<file path="src/hdl/srtl_ram.sv">
`timescale 1ns / 1ps
// ----------------------------------------------------------------------------
// srtl_ram
// Generic simple dual-port RAM: one write port, one read port with
// registered read data.
// ----------------------------------------------------------------------------
module srtl_ram #(
    parameter int WIDTH = 32,
    parameter int DEPTH = 64
) (
    input  logic                     i_clk,
    input  logic                     i_we,
    input  logic [$clog2(DEPTH)-1:0] i_waddr,
    input  logic [WIDTH-1:0]         i_wdata,
    input  logic                     i_re,
    input  logic [$clog2(DEPTH)-1:0] i_raddr,
    output logic [WIDTH-1:0]         o_rdata
);
    logic [WIDTH-1:0] r_mem [DEPTH];
    logic [WIDTH-1:0] r_rdata;

    always_ff @(posedge i_clk) begin
        if (i_we) begin
            r_mem[i_waddr] <= i_wdata;
        end
        if (i_re) begin
            r_rdata <= r_mem[i_raddr];
        end
    end

    assign o_rdata = r_rdata;
endmodule

</file>
<file path="config.mk">
export PLATFORM = sky130hd
export DESIGN_NAME = srtl_ram
export DESIGN_NICKNAME = d
export VERILOG_FILES = /design/src/hdl/srtl_ram.sv
export SDC_FILE = /design/constraint.sdc
export NUM_CORES = 2
export LEC_CHECK = 0
export BUFFER_PORTS_ARGS = -buffer_cell sky130_fd_sc_hd__buf_4
export CAP_MARGIN = 20
export CELL_PAD_IN_SITES_DETAIL_PLACEMENT = 0
export CELL_PAD_IN_SITES_GLOBAL_PLACEMENT = 1
export CORE_UTILIZATION = 51
export CTS_CLUSTER_DIAMETER = 80
export DETAILED_ROUTE_END_ITERATION = 6
export HOLD_SLACK_MARGIN = 0.12
export PLACE_DENSITY = 0.72
export SETUP_SLACK_MARGIN = 0.05
export SLEW_MARGIN = 10
export SYNTH_ARGS = -nofsm -noshare
export SYNTH_HDL_FRONTEND = slang
export SYNTH_SLANG_ARGS = --single-unit
</file>
<file path="constraint.sdc">
create_clock -name i_clk -period 3.3 [get_ports i_clk]
set_input_delay 0 -clock i_clk [delete_from_list [all_inputs] [get_ports i_clk]]
set_output_delay 0 -clock i_clk [all_outputs]
set_load 0.005 [all_outputs]
</file>
After elaboration in Yosys (flattened, before gate mapping). Memories as Yosys holds them, arrays and structs flattened. A register that Yosys moved wholly into a read port is not among the register bits. Index checks and enable logic that the tools add are counted.

Word-level logic and storage cells: 3. Memories: 1. RAM bits: 2048. Input bits: 47. Output and inout bits: 32. Register bits after elaboration: 0.

Memory list: r_mem (words 64, bits a word 32, read ports 1, clocked after memory_dff 1, write ports 1, RTL line 19) `logic [WIDTH-1:0] r_mem [DEPTH];`.

Mux-type cells: 2.

Operator list (count): two-way mux 1 bit (2).

Logic depth before layout (Yosys ltp).
Word-level depth: 2. Mapped depth: 10. Gate-level depth less buffers: 5.

Worst setup path after synthesis. OpenSTA, ideal clock, no wires.

Path kind: input -> register. Start point: input i_waddr[3]. End point: memory r_mem[48][0] (enable). Stages on the path: 4. Arrival time: 2699 ps. Path buffers: 1. Path slack: 140 ps. Data required time: 2839 ps. Library setup time: 461 ps. Cells stage by stage: clkbuf_1 > nor2b_1 > nand4b_1 > nor3_1.

RTL lines: start: declaration (RTL line 13) `input logic [$clog2(DEPTH)-1:0] i_waddr,`; end: declaration (RTL line 19).

No word-level cell before the write port.

==> impl_metrics.yaml <==
status:
  outcome: "completed"
sta:
  min_period_ns: 2.62
  tightest_slew_ns: 1.14
  hold_viol_final: 0
  max_clock_freq_mhz: 381
  finalCritPeriodShare_pct: 79.4
  slew_headroom_pct: 24.3
  setup_viol: 0
  setup_tns_ns: 0
  whs_ns: 0.204
  rsz0062_at_grt: "no"
  clock_skew_ns: 0.0579
  drv_slew: 0
global_routing:
  grt_pass1_wl_microns: 285000
  grtUsageTotal_pct: 26.2
  overflow: 0
  grt_antenna_before_repair: 12
  grt_pass1_vias: 38314
  grt_max_degree: 68
synth:
  synth_nets: 3371
  syn_inst: 3324
  yosys-top-cells-area: "edfxtp_1 (79%), mux4_2 (16%), mux2i_1 (1.2%)"
  avgSynthCellArea_sq_um: 23.7
  netlist.area_leader.share_pct: 79.2
  yosys_warnings: 0
  seq_area_frac_synth_pct: 79.2
  ys_ff_latch: 2080
  syn_area_sq_mm: 0.0788
  synth.distinct_cells: 33
  yosys.area.top_type: "edfxtp_1"
floorplan:
  die_h_microns: 395
  initial_core_util_pct: 51.7
  rows: 143
  core-area_sq_mm: 0.153
  die_w_microns: 395
  die-area_sq_mm: 0.156
  ios: 79
final_layout:
  drive_gt1_share_pct: 30.1
  stdcell_area_sq_mm: 0.0903
  nets: 3697
  synthToLayoutAreaGrowth_pct: 14.6
worst_setup_path:
  crit_fanout: 1
  regToRegEndpoint: "o_rdata[25]"
  arrival_ns: 3.16
  crit_chain: "mux4_2, mux4_2, o22ai_1, nor2_1"
  worst-setup-path-type: "flip-flop to flip-flop"
  cp-end-kind: "flip-flop"
  crit_required_ns: 3.84
  crit_path_max_incr_delay_ns: 0.77
  critPathLaunchType: "flip-flop"
  path_common_cell: "mux4_2"
  cpMaxStageDelayCell: "o22ai_1"
  r2r_cells: 4
  ff2ff_setup_slack_ns: 0.68
  reg2reg_from: "r_mem[25][25]"
routing:
  met2WireLength_microns: 97900
  viasPerCell: 6.47
  wl_per_cell_microns: 34.7
  m1WireLength_microns: 80200
  ant_nets: 0
  vias: 37885
  drc_errors: 0
  first_pass_iters: 5
  drt_iter0_markers: 4732
  met3_length_microns: 18300
  routed.top_layer: "met5"
  totalWireLength_microns: 203000
pwr:
  power_density_mw_per_mm2: 607
  ir_drop_uv: 591
  p_leak_nw: 28.2
  p_total_mw: 54.8
clock_tree:
  cts_tree: "built"
  h-tree-depth: 4
  cts.sinks: 2080
  clk_path_buf_depth: 3
  numCtsBuffers: 199
  clkTransAtPathRegs_ns: 0.06
  cts_root_buf: "clkbuf_16"
  clk_latency_ns: 0.84
min_path:
  min_path_type: "input port to flip-flop"
  hold_path_end: "o_rdata[12]"
  hold_start: "i_raddr[4]"
  hold_depth: 4
run:
  cap_violations: 0
placed_design:
  place_congestion: 0.842
  dp_hpwl_microns: 115000
  place_area_sq_mm: 0.0834
  io_buffers: 78
cell usage in the layout, fill, tap and decap left out, types with 7 or more instances in the layout:
| cell type | Yosys | routed |
|---|---|---|
| mux4_2 | 544 | 544 |
| dlygate4sd3_1 | 0 | 47 |
| o221ai_1 | 27 | 27 |
| clkinvlp_4 | 0 | 13 |
| nor2_4 | 0 | 62 |
| nand2_1 | 26 | 26 |
| o22ai_1 | 84 | 84 |
| clkbuf_1 | 74 | 39 |
| bufinv_16 | 0 | 21 |
| nor2_1 | 137 | 75 |
| clkinv_1 | 0 | 54 |
| a21oi_1 | 62 | 62 |
| a311oi_1 | 8 | 8 |
| buf_4 | 25 | 221 |
| mux2i_1 | 93 | 93 |
| edfxtp_1 | 2080 | 2080 |
| nor2b_1 | 15 | 15 |
| buf_12 | 0 | 36 |
| clkbuf_16 | 0 | 201 |
| clkinv_2 | 0 | 27 |
| nand2b_1 | 8 | 7 |
| a22oi_1 | 12 | 12 |
logic make-up (layout without fill, tap and decap cells):
family          count (synthesis)  after routing  share of synthesized area (%)
compound gates                202            202                           1.67
buf+inv                       182            677                           1.12
flops                        2080           2080                           79.2
mux                           637            637                           16.7
other cells                     0              5                              0
simple gates                  223            223                           1.26
stage by stage:
step	cells	utilization (%)	worst slack, ns
floorplan	3324	-	0.140
global placement	5432	54.6	-0.0386
detailed placement	5432	54.6	-0.0394
CTS	5849	59.2	0.633
global route	5849	59.2	0.650
finish	5854	59.2	0.678
flip-flops by register name (all words and copies together) (netlist names):
signal,count
r_mem,2048
o_rdata,32
Yosys cell counts, drive strengths merged:
master	n
o32ai	4
a41o	4
or2	3
nand3	5
nor3	7
nand4b	1
and3	4
and2	2
nand4	2
buf	108
a31oi	1
mux2i	93
a311oi	8
a21oi	62
clkbuf	74
nand2b	8
a22oi	12
nor2	137
o22ai	84
nand3b	5
mux4	544
o221ai	27
or3	3
edfxtp	2080
nand2	26
or3b	5
nor2b	15
how the worst max path moves through the flow:
stage / depth (start not counted) / endpoint / start / slack [ns]
6_report: 4 / o_rdata[25] / r_mem[25][25] / 0.68
3_3_place_gp: 7 / o_rdata[25] / i_raddr[0] / -0.04
3_5_place_dp: 7 / o_rdata[25] / i_raddr[0] / -0.04
5_1_grt: 4 / o_rdata[25] / r_mem[19][25] / 0.65
4_1_cts: 4 / o_rdata[25] / r_mem[19][25] / 0.63
2_1_floorplan: 4 / r_mem[48][0] / i_waddr[3] / 0.14
routing by layer:
metal	GRT usage (%)	up-vias
met5	0	-
met1	37.6	20520
met3	4.62	322
met2	41.4	2079
li1	-	14952
met4	8.28	12
what timing repair did:
action | CTS | global route
hold buffers | 47 | 0
endpoints found under the hold margin | 2298 | 0
buffers inserted | 0 | 0
resized for setup | 0 | 0
layout make-up:
cell class	instances	area [sq um]
Sequential cell	2080	62500
Fill cell	10440	62300
Multi-Input combinational cell	1062	16000
Clock buffer	240	5180
Timing Repair Buffer	307	2900
Tap cell	2030	2540
Clock inverter	130	1300
Antenna cell	5	12.5
critical path, delay by kind of cell, from the launching register on:
kind	cells	cell delay, ns
muxes	2	1.03
AOI/OAI and AO/OA	1	0.77
DFF	1	0.37
and+or+nand+nor	1	0.17
power by group:
part / switching (mW) / leakage, nW / internal [mW]
clock: 9.68 / 3.12 / 12.9
sequential: 0.107 / 18.7 / 29.3
combinational: 1.77 / 6.30 / 1.09
total: 11.6 / 28.2 / 43.2
(Power assumes the default switching activity.)
