<file path="config.mk">
export PLATFORM = sky130hd
export DESIGN_NAME = srtl_sq_unit
export DESIGN_NICKNAME = d
export VERILOG_FILES = /design/src/hdl/srtl_pkg.sv /design/src/hdl/srtl_sq_unit.sv
export SDC_FILE = /design/constraint.sdc
export NUM_CORES = 2
export LEC_CHECK = 0
export CAP_MARGIN = 20
export CORE_MARGIN = 5
export CORE_UTILIZATION = 45
export DETAILED_ROUTE_END_ITERATION = 6
export DONT_BUFFER_PORTS = 1
export PLACE_DENSITY = 0.62
export SLEW_MARGIN = 15
export SYNTH_ARGS = -nofsm -noshare
export SYNTH_HDL_FRONTEND = slang
export SYNTH_SLANG_ARGS = --single-unit
</file>
<file path="constraint.sdc">
create_clock -name i_clk -period 9.1 [get_ports i_clk]
set_input_delay 0.455 -clock i_clk [delete_from_list [all_inputs] [get_ports i_clk]]
set_output_delay 0.455 -clock i_clk [all_outputs]
set_load 0.01 [all_outputs]
</file>
<file path="src/hdl/srtl_pkg.sv">
`timescale 1ns / 1ps
// ----------------------------------------------------------------------------
// srtl_pkg
// Fixed field widths, item modes and control types shared by the sphere
// region table lookup block.
// ----------------------------------------------------------------------------
package srtl_pkg;

    localparam int MODE_W = 2;
    localparam int ID_W   = 32;
    localparam int MAP_W  = 16;
    localparam int RAD_W  = 20;
    localparam int RSQ_W  = 2 * RAD_W;
    localparam int KIND_W = 2;
    localparam int SLOT_W = 6;
    localparam int CNT_W  = 7;

    localparam logic [KIND_W-1:0] KIND_ANY = '0;

    typedef enum logic [MODE_W-1:0] {
        MODE_CLEAR  = 2'd0,
        MODE_APPEND = 2'd1,
        MODE_REMOVE = 2'd2,
        MODE_QUERY  = 2'd3
    } t_mode;

    // Operand source of the square unit
    typedef enum logic {
        SRC_DIFF = 1'b0,
        SRC_RAW  = 1'b1
    } t_src;

    typedef enum logic [1:0] {
        ACC_HOLD = 2'd0,
        ACC_LOAD = 2'd1,
        ACC_ADD  = 2'd2
    } t_acc_op;

    typedef struct packed {
        logic    load;
        t_src    src;
        t_acc_op acc_op;
    } t_sq_ctrl;

endpackage

</file>
<file path="src/hdl/srtl_sq_unit.sv">
`timescale 1ns / 1ps
// ----------------------------------------------------------------------------
// srtl_sq_unit
// Shared square-accumulate unit: absolute difference of one axis, square,
// and running sum compared against a stored squared radius.
// ----------------------------------------------------------------------------
module srtl_sq_unit #(
    parameter int COORD_BITS = 24
) (
    input  logic                           i_clk,
    input  srtl_pkg::t_sq_ctrl             i_ctrl,
    input  logic signed [COORD_BITS-1:0]   i_a,
    input  logic signed [COORD_BITS-1:0]   i_b,
    input  logic [srtl_pkg::RAD_W-1:0]     i_raw,
    input  logic [srtl_pkg::RSQ_W-1:0]     i_rsq,
    output logic [srtl_pkg::RSQ_W-1:0]     o_sq,
    output logic                           o_inside
);
    import srtl_pkg::*;

    localparam int MW    = (COORD_BITS > RAD_W) ? COORD_BITS : RAD_W;
    localparam int ACC_W = 2 * MW + 2;

    logic [COORD_BITS:0] w_diff;
    logic [COORD_BITS:0] w_abs;
    logic [MW-1:0]       w_operand;

    logic [MW-1:0]       r_diff;
    logic [2*MW-1:0]     r_prod;
    logic [ACC_W-1:0]    r_acc;

    always_comb begin
        // sign-extend by one bit so the difference cannot overflow
        w_diff = {i_a[COORD_BITS-1], i_a} - {i_b[COORD_BITS-1], i_b};
        w_abs  = w_diff[COORD_BITS] ? (~w_diff + 1'b1) : w_diff;
        if (i_ctrl.src == SRC_RAW) begin
            w_operand = MW'(i_raw);
        end else begin
            w_operand = MW'(w_abs[COORD_BITS-1:0]);
        end
    end

    always_ff @(posedge i_clk) begin
        if (i_ctrl.load) begin
            r_diff <= w_operand;
        end
        r_prod <= r_diff * r_diff;
        case (i_ctrl.acc_op)
            ACC_LOAD: r_acc <= ACC_W'(r_prod);
            ACC_ADD:  r_acc <= r_acc + ACC_W'(r_prod);
            default:  r_acc <= r_acc;
        endcase
    end

    assign o_sq     = r_prod[RSQ_W-1:0];
    assign o_inside = (r_acc <= ACC_W'(i_rsq));
endmodule

</file>
---- After elaboration in Yosys (flattened, before gate mapping) ----
Cells that the tools add are included.
operators by class
  $add $sub $neg .......................... 3
  multipliers ............................. 1
  order comparisons ....................... 1
  eq/ne operators ......................... 2
  muxes and demuxes ....................... 3
  bitwise gates (word level) .............. 1
  reduce and logical (&&, ||, !) cells .... 1
operator list
  cell                     number
  $pmux W50 S2             1
  $add A50 B48 Y50         1
  $le A50 B40 Y1           1
  $mul A24 B24 Y48         1
  $sub A24 B24 Y25         1
  $add A24 B1 Y24 const B  1
  $mux W24                 1
  $not A24 Y24             1
  $mux W20                 1
  $eq A2 B1 Y1 const B     1
  $eq A2 B2 Y1 const B     1
  $reduce_bool A2 Y1       1
storage, ports and cells
  register bits ........................... 122
  bits of input ports ..................... 113
  output and inout bits ................... 41
  word-level logic and storage cells ...... 16

---- Logic depth before layout (Yosys ltp) ----
  depth after elaboration ................. 5
  depth in mapped cells ................... 28
  mapped depth without buffers ............ 27

---- Worst setup path after synthesis ----
OpenSTA, ideal clock, no wires.
  path kind ............................... register to register
  start ................................... reg r_diff[4]
  end ..................................... reg r_prod[47]
  library setup time ...................... 0.115 ns
  arrival ................................. 7.079 ns
  data required time ...................... 8.985 ns
  path slack .............................. 1.906 ns
  stages on the path, launching flop included .. 25
  path buffers ............................ 2
  clock period less this slack ............ 7.194 ns
  cells stage by stage .................... edfxtp_1 -> clkbuf_1 -> clkbuf_1 -> nand2_1 -> fa_1 -> inv_1 -> fa_1 -> fa_1 -> fa_1 -> fa_1 -> fa_1 -> inv_1 -> fa_1 -> inv_1 -> ha_1 -> inv_1 -> o21ai_0 -> a21o_1 -> a21oi_1 -> o21ai_0 -> a221o_1 -> a221oi_2 -> a21oi_1 -> or4b_1 -> and3_1
between the ends
  longest elaborated chain between the ends .. 1
ends and longest elaborated chain
  element                 RTL line            source
  from (decl)             srtl_sq_unit.sv:28  logic [MW-1:0] r_diff;
  from (signal assigned)  srtl_sq_unit.sv:45  r_diff <= w_operand;
  $mul A24 B24 Y48        srtl_sq_unit.sv:47  r_prod <= r_diff * r_diff;
  to (signal assigned)    srtl_sq_unit.sv:47
  to (decl)               srtl_sq_unit.sv:29  logic [2*MW-1:0] r_prod;
Every way passes these cells.
A chain may end at the register's enable or synchronous reset.

---- Worst setup path after layout ----
  start ................................... reg r_diff[0]
  end ..................................... reg r_prod[47]
The elaborated chain is that of the path after synthesis.

==> run metrics <==
outcome=finished clean; All-Layer GR Usage=0.206; crit path max fanout=25; CTS Hold Bufs=0; routed len/inst=17.6 um; vias in the first global route=20900; yosys warns=0; Chip Width=254 um; Critical Path Source=r_diff[0]; hold crit path type=input pin to flop; share of synthesized area occupied by flip-flops and latches=0.118; Slowest-stage cell, CP=edfxtp_1; Starting Density=0.453; Main synth FF type=edfxtp_1; initial antenna violation count=5; CTS tree=yes; Max Cap Viol=0; fillers=5595; Mapped Nets=3809; vias post-DR=19400; Core Region=58900 sq um; Post-synth ARST share=0; Slew Limit Headroom=0.244; Row Count=89; global-route wire length before repair=107000 um; reg-to-reg startpoint=r_diff[0]; Iteration-0 DRC Markers=966; CP Data Arrival Time=8.55 ns; crit path kind=flop to flop; synthesized instance count=2982; min-delay src=i_ctrl[3]; Setup Buffers After CTS=0; antenna violation net count after detailed routing=0; Cell Area, Synth=26700 sq um; hpwl dp=54100 um; FMAX=122 MHz; CP cell instances=nand2_1 -> fa_1 -> inv_1 -> fa_1 -> inv_1 -> fa_1 -> inv_1 -> fa_1 -> inv_1 -> fa_1 -> inv_1 -> fa_1 -> inv_1 -> fa_1 -> inv_1 -> ha_1 -> a21oi_1 -> nand3_1 -> o21ai_0 -> nand2_1 -> a221oi_2 -> a21oi_1 -> or4b_1 -> and3_1; largest net degree at the start of global routing=42; Yosys reg bits=121; Setup TNS=0 ns; cts repair resizes=0; Final period util=0.899; RSZ-0062 raised after global routing=no; Fin. Hold Viols=0; routability congestion estimate=0.947; die area=64300 sq um; layout cells sized above 1=0.0402; total wire length=64400 um; worst path required time=9.47 ns; clock root buffer=clkbuf_16; H-tree level count=4; IO buf count=0; Worst Tran Pin Value=1.13 ns; Clock Tree Buf Depth=2; max-slew violations=0; number of buffers and inverters on the critical path=7; CP Launch Type=flop; Worst setup EP type=flop; cell family with most CP delay=adder cells; largest incremental delay on the critical path=0.99 ns; DRT Pass-1 Iters=5; DRC=0; Top Ports=154; Netlist cell types=86; Setup-failing EPs final=0; syn_area_per_cell=8.95 sq um; CTS Sinks=121; Avg Vias per Cell=5.29; Die Y=254 um; Area growth, synth to finish=3.45%; clk_skew=0.0144 ns; clk slew on worst S/H paths=0.06 ns; global route overflow=0; Clk Latency, worst-skew pair=0.48 ns; Tmin final=8.18 ns; CTS buffer count=17; # nets final=3697; Post-synth EDFFs=74
## layout make-up
| cell class | count | area (sq um) | area share |
|---|---|---|---|
| repair buffers | 13 | 110 | 0.00399 |
| inverters | 696 | 2610 | 0.0946 |
| clock buffers | 20 | 468 | 0.0169 |
| flip-flops and latches | 121 | 3160 | 0.115 |
| clock inverters | 12 | 133 | 0.00480 |
| multi-input cells | 2021 | 20200 | 0.730 |
| well taps | 773 | 967 | 0.0350 |
| diodes | 1 | 2.50 | 0.0000906 |
## flip-flops by register name, indices dropped and copies added, names as in the netlist
register and cells:
r_diff 24, r_prod 47, r_acc 50
## cells in the mapped netlist, types with 39 or more instances
cell type    n  area share
inv_1      696       0.098
fa_1       425        0.32
ha_1       289        0.14
nand2_1    249       0.035
a21oi_1    127       0.024
and2_1     123       0.029
nor2_1     107       0.015
a21o_1      93       0.026
xnor2_1     83       0.027
clkbuf_1    82       0.012
o21ai_0     82       0.015
edfxtp_1    74       0.083
mux2_2      48       0.020
dfxtp_1     47       0.035
buf_4       45       0.013
xor2_1      39       0.013
## routing by layer
layer,GRT usage,share of wire,routed length [um],vias up
met5,0,0.00082,53,-
met3,0.0382,0.055,3540,84
met2,0.350,0.48,30600,505
met4,0.0474,0.019,1230,8
met1,0.276,0.45,28900,9551
li1,-,-,-,9215
## cell families (layout without fill, tap and decap cells)
logic type,count (synthesis),in the layout,share of synthesized area
AO/OA/AOI/OAI,457,457,0.113
XOR/XNOR,122,122,0.0400
adder cells (fa/ha/maj),714,714,0.454
buffers and inverters,840,741,0.127
flip-flops,121,121,0.118
multiplexers,55,55,0.0229
other,1,2,0.000140
AND/OR/NAND/NOR,672,672,0.124
## stage by stage
stage | instance area (sq um) | setup slack (ns) | hold slack, ns | util | std cells
final | 27600 | 0.917 | 0.0876 | 0.469 | 3657
after detailed placement | 27000 | 1.04 | 0.566 | 0.459 | 3624
after CTS | 27600 | 1.03 | 0.0506 | 0.469 | 3656
after global placement | 27000 | 1.18 | 0.568 | 0.458 | 3623
after global routing | 27600 | 0.628 | 0.0581 | 0.469 | 3657
after floorplan | 26700 | 1.91 | 0.426 | - | 2982
## placed cells by master (no fill, tap or decap), drive strengths merged, types with 23 or more instances in the layout
cell	netlist	layout
nand3	24	24
edfxtp	74	74
nor3	24	24
ha	289	289
nor2b	23	23
inv	696	704
dfxtp	47	47
o21ai	85	85
and2	125	125
nor2	107	107
xor2	39	39
nand4	37	37
xnor2	83	83
a21oi	128	128
fa	425	425
mux2	48	48
nand2	249	249
a21o	93	93
## final timing paths
path                      to  slack (ns)  depth (start not counted)
setup / recovery  r_prod[47]        0.92                         24
hold / removal    r_diff[23]        0.09                          0
setup reg to reg  r_prod[47]        0.92                         24
hold reg to reg    r_acc[47]        0.59                          1
Power is not shown: default switching activity piles up to over one toggle a cycle in this logic, so the estimate is an artifact.
